<file path="config.mk">
export PLATFORM = sky130hd
export DESIGN_NAME = button_press_length_classifier_flat
export DESIGN_NICKNAME = d
export VERILOG_FILES = /design/src/bplc_pkg.sv /design/src/bplc_if.sv /design/src/button_press_length_classifier.sv /design/src/flat_wrapper.sv
export SDC_FILE = /design/constraint.sdc
export NUM_CORES = 1
export LEC_CHECK = 0
export BUFFER_PORTS_ARGS = -buffer_cell sky130_fd_sc_hd__buf_2
export CAP_MARGIN = 40
export CORE_AREA = 2 2 133 135
export DETAILED_ROUTE_END_ITERATION = 8
export DIE_AREA = 0 0 135 137
export PLACE_DENSITY = 0.84
export SYNTH_ARGS = -nofsm -noshare
export SYNTH_HDL_FRONTEND = slang
export SYNTH_SLANG_ARGS = --single-unit
</file>
<file path="constraint.sdc">
create_clock -name clk_i -period 4.9 [get_ports clk_i]
set_input_delay 0.49 -clock clk_i [delete_from_list [all_inputs] [get_ports clk_i]]
set_output_delay 0.49 -clock clk_i [all_outputs]
set_load 0.02 [all_outputs]
</file>
<file path="src/bplc_pkg.sv">
// Shared types and constants for the button press length classifier.
// Depends on nothing; the interface file and the top level import it.
package bplc_pkg;

  // Press class as it appears on the result beat.
  typedef enum logic [1:0] {
    CLS_NONE  = 2'd0,
    CLS_SHORT = 2'd1,
    CLS_LONG  = 2'd2,
    CLS_VLONG = 2'd3
  } class_e;

  // Press phase state machine, one-hot.
  typedef enum logic [3:0] {
    PH_IDLE  = 4'b0001,
    PH_SHORT = 4'b0010,
    PH_LONG  = 4'b0100,
    PH_VLONG = 4'b1000
  } phase_e;

  // Configuration register indexes (byte address is four times the index).
  localparam int unsigned RegIdxW = 2;
  localparam int unsigned PaddrW  = RegIdxW + 2;
  localparam logic [RegIdxW-1:0] REG_DEBOUNCE   = 2'd0;
  localparam logic [RegIdxW-1:0] REG_LONG_PRESS = 2'd1;
  localparam logic [RegIdxW-1:0] REG_VLONG      = 2'd2;

  localparam int unsigned DebounceW = 16;
  localparam int unsigned HoldW     = 32;

  localparam logic [DebounceW-1:0] DebounceReset  = 16'd5;
  localparam logic [HoldW-1:0]     LongPressReset = 32'd1000;
  localparam logic [HoldW-1:0]     VlongReset     = 32'd3000;

  // Class code of a phase; the class of an idle button is none.
  function automatic class_e phase_to_class(phase_e ph);
    class_e cls;
    case (ph)
      PH_SHORT: cls = CLS_SHORT;
      PH_LONG:  cls = CLS_LONG;
      PH_VLONG: cls = CLS_VLONG;
      default:  cls = CLS_NONE;
    endcase
    return cls;
  endfunction

endpackage

</file>
<file path="src/bplc_if.sv">
// Valid/ready channel interfaces for the button press length classifier.
// Depends on bplc_pkg for the press class type.
interface bplc_in_if;
  logic valid;
  logic ready;
  logic button_active;
  logic take_result;

  modport source (output valid, output button_active, output take_result, input ready);
  modport sink (input valid, input button_active, input take_result, output ready);
endinterface

interface bplc_out_if;
  import bplc_pkg::*;
  logic   valid;
  logic   ready;
  class_e taken_class;
  class_e current_class;

  modport source (output valid, output taken_class, output current_class, input ready);
  modport sink (input valid, input taken_class, input current_class, output ready);
endinterface

</file>
<file path="src/button_press_length_classifier.sv">
// Top level of the button press length classifier: debounce, hold timing and
// the pending class slot. Depends on bplc_pkg and the interfaces in bplc_if.sv.
//
//   channel  direction  carries
//   in_i     sink       button_active, take_result (one sampled tick per beat)
//   out_o    source     taken_class, current_class (one beat per input beat)
//   APB      slave      debounce_ticks, long_press_ticks, very_long_press_ticks
//
// Every input beat is processed in the cycle it is accepted, and its result is
// held in a single output register, so one beat per cycle flows through unless
// the output stalls. The input is ready whenever the output register is
// empty or is being emptied in the same cycle; a stall at the output therefore
// stalls the input for exactly as long. Reset is asynchronous and active low;
// it returns the press phase to idle, clears both counts and the pending class
// and loads the register defaults.
module button_press_length_classifier
  import bplc_pkg::*;
(
  input  logic              clk_i,
  input  logic              rst_ni,
  bplc_in_if.sink           in_i,
  bplc_out_if.source        out_o,
  input  logic              psel,
  input  logic              penable,
  input  logic              pwrite,
  input  logic [PaddrW-1:0] paddr,
  input  logic [31:0]       pwdata,
  output logic [31:0]       prdata,
  output logic              pready
);

  // ------------------------------------------------------------------
  // Configuration registers
  // ------------------------------------------------------------------
  logic [DebounceW-1:0] debounce_ticks_q;
  logic [HoldW-1:0]     long_ticks_q;
  logic [HoldW-1:0]     vlong_ticks_q;
  logic [RegIdxW-1:0]   reg_idx;
  logic                 cfg_wr;

  assign pready  = 1'b1;
  assign reg_idx = paddr[PaddrW-1:2];
  assign cfg_wr  = psel && penable && pwrite;

  always_ff @(posedge clk_i or negedge rst_ni) begin
    if (!rst_ni) begin
      debounce_ticks_q <= DebounceReset;
      long_ticks_q     <= LongPressReset;
      vlong_ticks_q    <= VlongReset;
    end else if (cfg_wr) begin
      case (reg_idx)
        REG_DEBOUNCE:   debounce_ticks_q <= pwdata[DebounceW-1:0];
        REG_LONG_PRESS: long_ticks_q     <= pwdata[HoldW-1:0];
        REG_VLONG:      vlong_ticks_q    <= pwdata[HoldW-1:0];
        default: ; // Writes outside the register map are dropped.
      endcase
    end
  end

  always_comb begin
    case (reg_idx)
      REG_DEBOUNCE:   prdata = {{(32-DebounceW){1'b0}}, debounce_ticks_q};
      REG_LONG_PRESS: prdata = long_ticks_q;
      REG_VLONG:      prdata = vlong_ticks_q;
      default:        prdata = '0;
    endcase
  end

  // ------------------------------------------------------------------
  // Press state
  // ------------------------------------------------------------------
  phase_e               phase_q, phase_d;
  logic [DebounceW-1:0] deb_cnt_q, deb_cnt_d;
  logic [HoldW-1:0]     hold_cnt_q, hold_cnt_d;
  class_e               pending_q, pending_d;

  logic                 out_valid_q;
  class_e               taken_q, current_q;

  logic                 in_accept;
  logic [DebounceW-1:0] deb_bumped;
  logic [HoldW-1:0]     hold_bumped;
  logic                 deb_passed;
  class_e               taken_d;

  // The output register frees up in the same cycle it is read, so the input
  // side keeps flowing while the consumer keeps up.
  assign in_i.ready = !out_valid_q || out_o.ready;
  assign in_accept  = in_i.valid && in_i.ready;

  // Both counts saturate instead of wrapping.
  assign deb_bumped  = (deb_cnt_q == '1) ? deb_cnt_q : deb_cnt_q + 1'b1;
  assign hold_bumped = (hold_cnt_q == '1) ? hold_cnt_q : hold_cnt_q + 1'b1;
  assign deb_passed  = deb_bumped > debounce_ticks_q;

  always_comb begin
    phase_d    = phase_q;
    deb_cnt_d  = deb_cnt_q;
    hold_cnt_d = hold_cnt_q;
    pending_d  = pending_q;
    taken_d    = CLS_NONE;

    // A take sees the pending class as it stood before this tick; a release
    // in the same tick then refills the slot, so nothing is lost.
    if (in_i.take_result) begin
      taken_d   = pending_q;
      pending_d = CLS_NONE;
    end

    if (phase_q == PH_IDLE) begin
      if (in_i.button_active) begin
        deb_cnt_d = deb_bumped;
        if (deb_passed) begin
          phase_d    = PH_SHORT;
          deb_cnt_d  = '0;
          hold_cnt_d = '0;
        end
      end else begin
        // Released while idle: any bounce towards pressed is forgotten.
        deb_cnt_d = '0;
      end
    end else begin
      hold_cnt_d = hold_bumped;
      if (!in_i.button_active) begin
        deb_cnt_d = deb_bumped;
        if (deb_passed) begin
          pending_d  = phase_to_class(phase_q);
          phase_d    = PH_IDLE;
          deb_cnt_d  = '0;
          hold_cnt_d = '0;
        end
      end else begin
        deb_cnt_d = '0;
        // The class climbs at most one step per tick.
        if (phase_q == PH_SHORT && hold_bumped > long_ticks_q) begin
          phase_d = PH_LONG;
        end else if (phase_q == PH_LONG && hold_bumped > vlong_ticks_q) begin
          phase_d = PH_VLONG;
        end
      end
    end
  end

  always_ff @(posedge clk_i or negedge rst_ni) begin
    if (!rst_ni) begin
      phase_q    <= PH_IDLE;
      deb_cnt_q  <= '0;
      hold_cnt_q <= '0;
      pending_q  <= CLS_NONE;
    end else if (in_accept) begin
      phase_q    <= phase_d;
      deb_cnt_q  <= deb_cnt_d;
      hold_cnt_q <= hold_cnt_d;
      pending_q  <= pending_d;
    end
  end

  // ------------------------------------------------------------------
  // Output register
  // ------------------------------------------------------------------
  always_ff @(posedge clk_i or negedge rst_ni) begin
    if (!rst_ni) begin
      out_valid_q <= 1'b0;
    end else if (in_accept) begin
      out_valid_q <= 1'b1;
    end else if (out_o.ready) begin
      out_valid_q <= 1'b0;
    end
  end

  always_ff @(posedge clk_i) begin
    if (in_accept) begin
      taken_q   <= taken_d;
      current_q <= phase_to_class(phase_d);
    end
  end

  assign out_o.valid         = out_valid_q;
  assign out_o.taken_class   = taken_q;
  assign out_o.current_class = current_q;

endmodule
</file>
<file path="src/flat_wrapper.sv">
// flat-port wrapper written by rule: the top's interface ports become plain ports
module button_press_length_classifier_flat import bplc_pkg::*;
  (clk_i, rst_ni, psel, penable, pwrite, paddr, pwdata, prdata, pready, in_i_valid, in_i_button_active, in_i_take_result, in_i_ready, out_o_valid, out_o_taken_class, out_o_current_class, out_o_ready);
  bplc_in_if in_i_i ();
  bplc_out_if out_o_i ();
  input  logic clk_i;
  input  logic rst_ni;
  input  logic psel;
  input  logic penable;
  input  logic pwrite;
  input  logic [PaddrW-1:0] paddr;
  input  logic [31:0] pwdata;
  output logic [31:0] prdata;
  output logic pready;
  input wire logic [$bits(in_i_i.valid)-1:0] in_i_valid;
  input wire logic [$bits(in_i_i.button_active)-1:0] in_i_button_active;
  input wire logic [$bits(in_i_i.take_result)-1:0] in_i_take_result;
  output wire logic [$bits(in_i_i.ready)-1:0] in_i_ready;
  output wire logic [$bits(out_o_i.valid)-1:0] out_o_valid;
  output wire logic [$bits(out_o_i.taken_class)-1:0] out_o_taken_class;
  output wire logic [$bits(out_o_i.current_class)-1:0] out_o_current_class;
  input wire logic [$bits(out_o_i.ready)-1:0] out_o_ready;
  assign in_i_i.valid = in_i_valid;
  assign in_i_i.button_active = in_i_button_active;
  assign in_i_i.take_result = in_i_take_result;
  assign in_i_ready = in_i_i.ready;
  assign out_o_valid = out_o_i.valid;
  assign out_o_taken_class = out_o_i.taken_class;
  assign out_o_current_class = out_o_i.current_class;
  assign out_o_i.ready = out_o_ready;
  button_press_length_classifier u_core (.clk_i(clk_i), .rst_ni(rst_ni), .in_i(in_i_i), .out_o(out_o_i), .psel(psel), .penable(penable), .pwrite(pwrite), .paddr(paddr), .pwdata(pwdata), .prdata(prdata), .pready(pready));
endmodule
</file>
==> flow_metrics.py, run 1 <==
metrics = {
    "worst_hold_path": {
        "hp-class": "in -> reg",
    },
    "global_routing": {
        "grt_max_degree": 73,
        "grt_first_pass_wirelength_um": 36690,
        "grt_antenna_before_repair": 0,
        "grt_pass1_vias": 7413,
        "grt-ovfl-total": 0,
        "grt_usage_pct": 25.30,
    },
    "cells_and_area": {
        "final_cell_area_mm2": 0.01028,
        "drive_above_1_share_pct": 17.29,
        "syn2layout_area_growth_pct": 14.83,
        "fin_cells": 1289,
        "mostFrequentLayoutCells": "132 x nand2_1, 119 x dfrtp_1, 96 x o21ai_0",
        "final_common_cell": "nand2_1",
        "diodes": 0,
        "fin_nets": 1178,
    },
    "cts": {
        "cts_buffer_depth": 2,
        "ctsHtreeMaxLevel": 4,
        "clk_latency_ps": 430,
        "cts_resized": 0,
        "cts_root_buf": "clkbuf_16",
        "numCtsBuffers": 17,
        "path_clk_slew_ps": 60,
        "cts_tree": "built",
        "cts.sink_count": 139,
    },
    "placed_design": {
        "gp_congestion": 0.8705,
        "port_buffers": 80,
        "dp_cells": 1256,
        "post_dp_cell_area_mm2": 0.009614,
        "pre_cts_ws_ps": 544.1,
        "dp_hpwl_um": 16520,
    },
    "timing": {
        "worstMarginPinSlew_ps": 624.9,
        "final_hold_viol_count": 0,
        "fin_crit_ps": 4518,
        "rsz0062_at_grt": "no",
        "fin_tns_setup_ps": 0,
        "fin_skew_ps": 12.62,
        "fmax_mhz": 221.3,
        "finalCritPeriodShare_pct": 92.21,
        "setup_viol": 0,
        "max_slew_margin_pct": 58.09,
        "slew_viol_final": 0,
        "worst_slack_ps": 381.9,
    },
    "yosys": {
        "synth-simple-area-share_pct": 15.70,
        "synthMuxAreaShare_pct": 4.655,
        "syn-num-nets": 1106,
        "synthDominantCellAreaShare_pct": 33.27,
        "synth_top_family_by_area": "compound AO/OA/AOI/OAI gates",
        "yosys_warnings": 0,
        "synth-seq-cells": 139,
        "syn_inst": 979,
        "synth-xor-area-share_pct": 4.207,
        "yosys.area_share.adder_pct": 11.46,
        "avgSynthCellArea_um2": 9.143,
        "yosysSeqAreaShare_pct": 39.31,
        "synthTopCellsByArea": "dfrtp_1 33%, ha_1 11%, nand2_1 5.5%",
        "synth_largest_area_cell": "dfrtp_1",
        "netlist_area_mm2": 0.008951,
        "synth_compound_area_share_pct": 18.77,
        "ys.flop_type": "dfrtp_1",
        "yosysUniqueCellTypes": 64,
        "async_reset_ff_share_pct": 97.12,
        "synth_edf_count": 4,
    },
    "worst_setup_path": {
        "cp.required_ps": 5140,
        "crit_path_end_kind": "flop",
        "critPathLaunchType": "flop",
        "arrival_ps": 4760,
        "path_max_fanout": 8,
        "crit_type": "reg -> reg",
    },
    "power": {
        "p_per_area_mw_per_mm2": 384.0,
        "p_seq_share_pct": 38.6,
        "intPower_w": 0.002678,
        "switchingPower_w": 0.001269,
        "leakagePower_nw": 4.970,
        "peakVddDrop_mv": 0.2611,
        "switching_share_pct": 32.15,
        "combPwrFrac_pct": 25.2,
        "clock_power_share_pct": 36.1,
    },
    "routing": {
        "drtAntennaViolNets": 0,
        "routed_wl_um": 22910,
        "dr.pass1.iters": 5,
        "wl_per_cell_um": 17.77,
        "post_drt_via_cell_ratio": 5.950,
        "route.detailed.drc": 0,
        "dr_total_vias": 7669,
        "drt-initial-drc-count": 643,
    },
    "floorplanning": {
        "die_w_um": 135,
        "chipHeight_um": 137,
        "die-area_mm2": 0.01850,
        "coreArea_mm2": 0.01706,
        "ioPinCount": 84,
        "initial_core_util_pct": 52.48,
        "fp-row-count": 48,
    },
    "run": {
        "drv_cap": 0,
    },
    "run_status": {
        "status": "finished, final reports clean",
    },
}
[metrics by stage]
step	utilization, %	hold slack (ps)	total power (W)
after CTS	60.26	250.6	0.003939
after detailed placement	56.37	381.1	0.002499
final	60.26	258.3	0.003947
after floorplan	-	194.4	0.002168
after global routing	60.26	267.6	0.004151
after global placement	55.89	494.6	0.002436
[timing repair]
action                                 in CTS  in global routing
hold buffers                                1                  0
endpoints found under the hold margin      23                  0
setup buffers                               0                  0
[sequential cells by signal, summed over array words and instances (netlist names)]
register,cells
u_core.hold_cnt_q,32
u_core.debounce_ticks_q,16
u_core.pending_q,2
u_core.phase_q,4
u_core.out_o.current_class,2
u_core.out_o.valid,1
u_core.deb_cnt_q,16
u_core.out_o.taken_class,2
u_core.vlong_ticks_q,32
u_core.long_ticks_q,32
[layer usage]
layer | wire length [um] | track usage, % | share of wire [%] | vias up
met5 | 0 | 0 | 0 | -
met3 | 1089 | 4.556 | 4.8 | 55
met4 | 674 | 10.42 | 2.9 | 0
met1 | 9835 | 31.76 | 43 | 3720
met2 | 11310 | 43.20 | 49 | 261
li1 | - | - | - | 3633
[power groups by stage]
stage / Combinational, W / Sequential, W / Clock, W
5_1_grt: 0.00111 / 0.00155 / 0.00149
3_3_place_gp: 0.000916 / 0.00152 / 0
6_report: 0.000996 / 0.00152 / 0.00143
4_1_cts: 0.000987 / 0.00152 / 0.00143
3_5_place_dp: 0.000962 / 0.00154 / 0
2_1_floorplan: 0.000677 / 0.00149 / 0
[synthesized netlist by cell type (6+ instances only)]
library cell	count
nor2_1	33
o21ai_0	96
nor2b_1	6
dfrtp_1	119
a21oi_1	58
and3_1	8
inv_1	89
mux2_2	21
nand2b_1	7
xor2_1	17
xnor2_1	26
o211ai_1	6
buf_2	11
and2_1	8
mux2i_1	18
nand4_1	30
and4_1	9
a22o_1	46
nand2_1	132
nand3_1	21
nor3_1	9
clkbuf_1	27
a31oi_1	17
ha_1	82
dfstp_2	16
a21o_1	10
[critical path: stages, from the launching register on]
cell      delay [ps]
dfrtp_1          420
ha_1             220
nand2_1          110
or3_4            430
nor4_4           390
nand2b_2         290
nor2_1            70
xor2_1           180
ha_1             320
nand4_1          140
nor4_1           380
a21boi_0         320
o311ai_0         240
a21oi_1          370
o21ai_0          150
a211oi_1         290
[layout make-up]
class	instances	area, um^2
fillers	1357	6778
multi-input cells	708	4913
flip-flops and latches	139	3518
repair buffers	95	573.1
clock buffers	22	494.2
inverters	90	337.8
well taps	225	281.5
clock inverters	10	160.2
[cell families after synthesis]
kind of cell / after synthesis
compound gates: 262
mux: 39
xor+xnor: 43
simple gates: 281
buf+inv: 132
fa+ha+maj: 82
other cells: 1
flops: 139
[final timing paths]
check                                                  from                                      end  slack (ps)  cells after the start
max reg2reg                u_core.hold_cnt_q[0]$_DFFE_PN0P_  u_core.out_o.current_class[0]$_DFFE_PP_         380                     15
max in group asynchronous                            rst_ni      u_core.vlong_ticks_q[9]$_DFFE_PN1P_        3240                      4
min reg2reg                 u_core.pending_q[0]$_DFFE_PN0P_          u_core.pending_q[0]$_DFFE_PN0P_         520                      2
min in group asynchronous                            rst_ni   u_core.debounce_ticks_q[5]$_DFFE_PN0P_         490                      2
max                        u_core.hold_cnt_q[0]$_DFFE_PN0P_  u_core.out_o.current_class[0]$_DFFE_PP_         380                     15
min                                              in_i_valid           u_core.out_o.valid$_DFFE_PN0P_         260                      2
Note: power is estimated with default switching activity, not from simulation.
==> inputs of run 2 (changes only) <==
- CORE_AREA: 2 2 133 135 -> 3 3 134 136
- DIE_AREA: 0 0 135 137 -> 0 0 137 139
- PLACE_DENSITY: 0.84 -> 0.68
==> flow_metrics.py, run 2 (synthesis results as in run 1) <==
metrics = {
    "global_routing": {
        "grt_pass1_vias": 7129,
        "grt_usage_pct": 23.92,
        "grt_first_pass_wirelength_um": 36220,
        "grt_antenna_before_repair": 0,
        "grt_max_degree": 88,
        "grt-ovfl-total": 0,
    },
    "routing": {
        "post_drt_via_cell_ratio": 5.684,
        "drtAntennaViolNets": 0,
        "routed_wl_um": 22100,
        "route.detailed.drc": 0,
        "drt-initial-drc-count": 415,
        "dr.pass1.iters": 5,
        "wl_per_cell_um": 17.12,
        "dr_total_vias": 7338,
    },
    "cts": {
        "ctsHtreeMaxLevel": 4,
        "cts.sink_count": 139,
        "cts_tree": "built",
        "clk_latency_ps": 440,
        "cts_resized": 0,
        "cts_buffer_depth": 2,
        "numCtsBuffers": 17,
        "cts_setup_buffers": 0,
        "cts_root_buf": "clkbuf_16",
        "path_clk_slew_ps": 60,
    },
    "floorplanning": {
        "die-area_mm2": 0.01904,
        "chipHeight_um": 139,
        "ioPinCount": 84,
        "initial_core_util_pct": 52.48,
        "die_w_um": 137,
        "coreArea_mm2": 0.01706,
        "fp-row-count": 48,
    },
    "timing": {
        "fin_skew_ps": 13.62,
        "max_slew_margin_pct": 58.85,
        "fin_tns_setup_ps": 0,
        "setup_viol": 0,
        "fmax_mhz": 224.0,
        "fin_crit_ps": 4465,
        "finalCritPeriodShare_pct": 91.12,
        "final_hold_viol_count": 0,
        "worstMarginPinSlew_ps": 617.3,
        "slew_viol_final": 0,
        "rsz0062_at_grt": "no",
        "worst_slack_ps": 435.1,
    },
    "worst_setup_path": {
        "cp_cell_sequence": "ha_1 -> nand2_1 -> or3_4 -> nor4_4 -> nor2_1 -> and3_4 -> xor2_1 -> ha_1 -> nand4_1 -> nor4_1 -> a21oi_1 -> and2_1 -> a22oi_1 -> o21ai_0 -> a211oi_1",
        "arrival_ps": 4710,
        "critPathLaunchType": "flop",
        "path_max_fanout": 8,
        "cpMaxStageDelayCell": "nor4_1",
        "cp.required_ps": 5150,
        "crit_end": "u_core.out_o.current_class[0]$_DFFE_PP_",
        "rrSetupSlack_ps": 440,
        "crit_top_cell": "ha_1",
        "setup.worst_path.start": "u_core.hold_cnt_q[0]$_DFFE_PN0P_",
        "cpPeakStageDelay_ps": 520,
        "crit_path_end_kind": "flop",
        "timing.rr.end": "u_core.out_o.current_class[0]$_DFFE_PP_",
        "r2r-start": "u_core.hold_cnt_q[0]$_DFFE_PN0P_",
        "crit_type": "reg -> reg",
        "r2r_cells": 15,
    },
    "run_status": {
        "status": "finished, final reports clean",
    },
    "cells_and_area": {
        "mostFrequentLayoutCells": "132 x nand2_1, 119 x dfrtp_1, 96 x o21ai_0",
        "fin_nets": 1180,
        "drive_above_1_share_pct": 17.35,
        "diodes": 0,
        "top_regs": "u_core.hold_cnt_q x32, u_core.long_ticks_q x32, u_core.vlong_ticks_q x32",
        "final_cell_area_mm2": 0.01024,
        "final_common_cell": "nand2_1",
        "syn2layout_area_growth_pct": 14.38,
        "fin_cells": 1291,
    },
    "placed_design": {
        "port_buffers": 80,
        "post_dp_cell_area_mm2": 0.009609,
        "dp_hpwl_um": 16000,
        "pre_cts_ws_ps": 452.0,
        "gp_congestion": 0.8802,
        "dp_cells": 1258,
    },
    "run": {
        "drv_cap": 0,
    },
    "worst_hold_path": {
        "hp-class": "in -> reg",
    },
    "power": {
        "peakVddDrop_mv": 0.3219,
        "p_total_w": 0.003841,
        "leakagePower_nw": 4.943,
        "p_per_area_mw_per_mm2": 375.2,
    },
}
run 2: cell count changes in the layout (fill, tap and decap cells not counted), sizes merged:
cell,delta
inv,+1
bufinv,-1
buf,+2
clkinvlp,+3
clkbuf,-3
run 2: per-stage QoR:
| stage | hold slack (ps) | utilization [%] |
|---|---|---|
| 4_1_cts | 253.3 | 60.03 |
| 3_5_place_dp | 300.2 | 56.34 |
| 3_3_place_gp | 495.1 | 56.02 |
| 2_1_floorplan | 194.4 | - |
| 6_report | 265.1 | 60.03 |
| 5_1_grt | 264.7 | 60.03 |
run 2: critical path, delay by kind of cell, from the launching register on:
kind / cells / cell delay (ps)
AOI/OAI and AO/OA: 4 / 1020
xor gates and xnor gates: 1 / 180
adders and majority gates: 2 / 520
DFF: 1 / 400
and+or+nand+nor: 8 / 2170
run 2: report_power, final:
group          total [W]  internal (W)  switching (W)
logic           0.000959      0.000372       0.000587
registers        0.00152       0.00137       0.000144
clock network    0.00137      0.000833       0.000533
total            0.00384       0.00258        0.00126
run 2: cell type report:
cell class | instances | area (um^2)
Tap cell | 225 | 281.5
Timing Repair Buffer | 97 | 568.0
Clock inverter | 13 | 165.2
Fill cell | 1440 | 6818
Multi-Input combinational cell | 708 | 4913
Sequential cell | 139 | 3518
Inverter | 90 | 337.8
Clock buffer | 19 | 454.2
run 2: layer usage:
metal / GRT usage, % / wire length, um / vias to the layer above
li1: - / - / 3631
met1: 32.26 / 10140 / 3501
met2: 38.83 / 10520 / 168
met3: 3.774 / 876 / 38
met4: 8.824 / 558 / 0
met5: 0 / 0 / -
run 2: worst min-delay path by stage:
stage / from / endpoint / slack, ps / depth (start not counted)
2_1_floorplan: rst_ni / u_core.deb_cnt_q[0]$_DFFE_PN0P_ / 190 / 0
3_3_place_gp: u_core.hold_cnt_q[22]$_DFFE_PN0P_ / u_core.hold_cnt_q[22]$_DFFE_PN0P_ / 500 / 1
3_5_place_dp: rst_ni / u_core.long_ticks_q[4]$_DFFE_PN0P_ / 300 / 1
4_1_cts: in_i_valid / u_core.out_o.valid$_DFFE_PN0P_ / 250 / 2
5_1_grt: pwdata[24] / u_core.long_ticks_q[24]$_DFFE_PN0P_ / 260 / 3
6_report: in_i_valid / u_core.out_o.valid$_DFFE_PN0P_ / 270 / 2
run 2: what timing repair did:
item,CTS,global route
endpoints found under the setup margin,0,0
hold endpoints to repair,4,0
hold buffers,1,0
==> inputs of run 3 (changes only) <==
- CORE_AREA: 3 3 134 136 -> 3 3 132 134
- DIE_AREA: 0 0 137 139 -> 0 0 135 137
- PLACE_DENSITY: 0.68 -> 0.7
==> flow_metrics.py, run 3 (synthesis results as in run 1) <==
metrics = {
    "cells_and_area": {
        "fin_nets": 1177,
        "mostFrequentLayoutCells": "132 x nand2_1, 119 x dfrtp_1, 96 x o21ai_0",
        "diodes": 0,
        "num-fill-cells": 1386,
        "drive_above_1_share_pct": 16.93,
        "syn2layout_area_growth_pct": 14.06,
        "top_regs": "u_core.hold_cnt_q x32, u_core.long_ticks_q x32, u_core.vlong_ticks_q x32",
        "final_common_cell": "nand2_1",
        "postLayoutCoreUtil_pct": 62.23,
    },
    "routing": {
        "dr.pass1.iters": 5,
        "wl_per_cell_um": 17.36,
        "drt-initial-drc-count": 511,
        "route.detailed.drc": 0,
        "dr_total_vias": 7385,
        "routed_wl_um": 22270,
        "post_drt_via_cell_ratio": 5.756,
        "drtAntennaViolNets": 0,
    },
    "run_status": {
        "status": "finished, final reports clean",
    },
    "global_routing": {
        "grt_first_pass_wirelength_um": 36680,
        "grt_pass1_vias": 6977,
        "grt_max_degree": 72,
        "grt_usage_pct": 24.99,
        "grt_antenna_before_repair": 0,
        "grt-ovfl-total": 0,
    },
    "worst_hold_path": {
        "holdPathStages": 2,
        "hp-start": "in_i_valid",
        "hp-class": "in -> reg",
        "holdPathEnd": "u_core.out_o.valid$_DFFE_PN0P_",
    },
    "cts": {
        "path_clk_slew_ps": 60,
        "cts_root_buf": "clkbuf_16",
        "cts_buffer_depth": 2,
        "cts_setup_buffers": 0,
        "cts_tree": "built",
        "ctsHtreeMaxLevel": 4,
        "cts.sink_count": 139,
        "numCtsBuffers": 17,
        "clk_latency_ps": 420,
    },
    "worst_setup_path": {
        "cpPeakStageDelay_ps": 450,
        "cp_cell_sequence": "and4_1 -> nand4_2 -> nor2_1 -> nand4_1 -> or2_1 -> xnor2_1 -> ha_1 -> nand4_1 -> nor4_1 -> a21oi_1 -> and2_1 -> a22oi_1 -> o21ai_0 -> a211oi_1",
        "cpMaxStageDelayCell": "dfrtp_1",
        "path_max_fanout": 7,
        "critPathLaunchType": "flop",
        "r2r_cells": 14,
        "crit_type": "reg -> reg",
        "arrival_ps": 4590,
        "crit_path_end_kind": "flop",
        "crit_top_cell": "nand4_1",
        "cp.required_ps": 5140,
        "rrSetupSlack_ps": 550,
        "r2r-start": "u_core.hold_cnt_q[3]$_DFFE_PN0P_",
        "timing.rr.end": "u_core.out_o.current_class[0]$_DFFE_PP_",
    },
    "run": {
        "drv_cap": 0,
    },
    "timing": {
        "slew_viol_final": 0,
        "worstMarginPinSlew_ps": 628.2,
        "fin_tns_setup_ps": 0,
        "max_slew_margin_pct": 58.12,
        "fin_crit_ps": 4351,
        "finalCritPeriodShare_pct": 88.80,
        "fin_skew_ps": 8.540,
        "worst_slack_ps": 548.6,
        "fmax_mhz": 229.8,
        "rsz0062_at_grt": "no",
        "holdWs_ps": 269.3,
        "final_hold_viol_count": 0,
        "setup_viol": 0,
    },
    "floorplanning": {
        "initial_core_util_pct": 54.56,
        "ioPinCount": 84,
        "chipHeight_um": 137,
        "die-area_mm2": 0.01850,
        "die_w_um": 135,
        "coreArea_mm2": 0.01641,
        "fp-row-count": 47,
    },
    "placed_design": {
        "gp_congestion": 0.8447,
        "port_buffers": 80,
        "dp_hpwl_um": 16580,
        "pre_cts_ws_ps": 558.7,
    },
    "power": {
        "leakagePower_nw": 4.946,
        "p_total_w": 0.003809,
        "p_per_area_mw_per_mm2": 373.1,
        "peakVddDrop_mv": 0.2602,
    },
}
[run 3: cell types whose count changed in the layout (fill, tap and decap cells not counted), sizes merged]
| cell | previous run | this run |
|---|---|---|
| clkinv | 4 | 5 |
| clkbuf | 19 | 24 |
| buf | 96 | 93 |
| inv | 92 | 90 |
| clkinvlp | 4 | 0 |
[run 3: worst max path at each step]
stage | start | to | slack, ps | cells past startpoint
floorplan | u_core.hold_cnt_q[0]$_DFFE_PN0P_ | u_core.out_o.current_class[0]$_DFFE_PP_ | 1370 | 15
global placement | u_core.hold_cnt_q[3]$_DFFE_PN0P_ | u_core.out_o.current_class[0]$_DFFE_PP_ | 740 | 14
detailed placement | u_core.hold_cnt_q[3]$_DFFE_PN0P_ | u_core.out_o.current_class[0]$_DFFE_PP_ | 560 | 14
CTS | u_core.hold_cnt_q[3]$_DFFE_PN0P_ | u_core.out_o.current_class[0]$_DFFE_PP_ | 550 | 14
global route | u_core.hold_cnt_q[26]$_DFFE_PN0P_ | u_core.out_o.current_class[0]$_DFFE_PP_ | 260 | 14
finish | u_core.hold_cnt_q[3]$_DFFE_PN0P_ | u_core.out_o.current_class[0]$_DFFE_PP_ | 550 | 14
[run 3: cell type report]
cell class	instances	area [um^2]	area share [%]
well taps	220	275.3	2.696
inverters	90	337.8	3.309
clock buffers	24	491.7	4.816
flip-flops and latches	139	3518	34.46
multi-input cells	708	4913	48.12
clock inverters	8	115.1	1.127
repair buffers	94	558.0	5.466
[run 3: metrics by stage]
step           area (um^2)  std cells
6_report             10210       1283
3_3_place_gp          9527       1247
2_1_floorplan         8951        979
5_1_grt              10210       1283
4_1_cts              10210       1283
3_5_place_dp          9593       1250
[run 3: power breakdown]
| part | switching (W) | total (W) | internal [W] |
|---|---|---|---|
| clock network | 0.000482 | 0.00133 | 0.000851 |
| logic | 0.000587 | 0.000959 | 0.000373 |
| registers | 0.000145 | 0.00152 | 0.00137 |
| total | 0.00121 | 0.00381 | 0.00260 |
[run 3: worst max-delay path, delay by kind of cell (launching register included)]
kind	cells	cell delay [ps]
AOI/OAI and AO/OA	4	1020
adders and majority gates	1	320
DFF	1	450
and+or+nand+nor	8	2190
xor gates and xnor gates	1	180
[run 3: layer usage]
layer	up-vias	track usage, %	part of all wire (%)
li1	3628	-	-
met1	3573	37.58	50
met2	167	37.85	45
met3	17	4.743	4.4
met4	0	4.983	1.1
met5	-	0	0
[run 3: repair_timing]
action,4_1_cts,5_1_grt
resized for setup,0,0
hold buffers,1,0
hold endpoints to repair,24,0
setup endpoints to repair,0,0
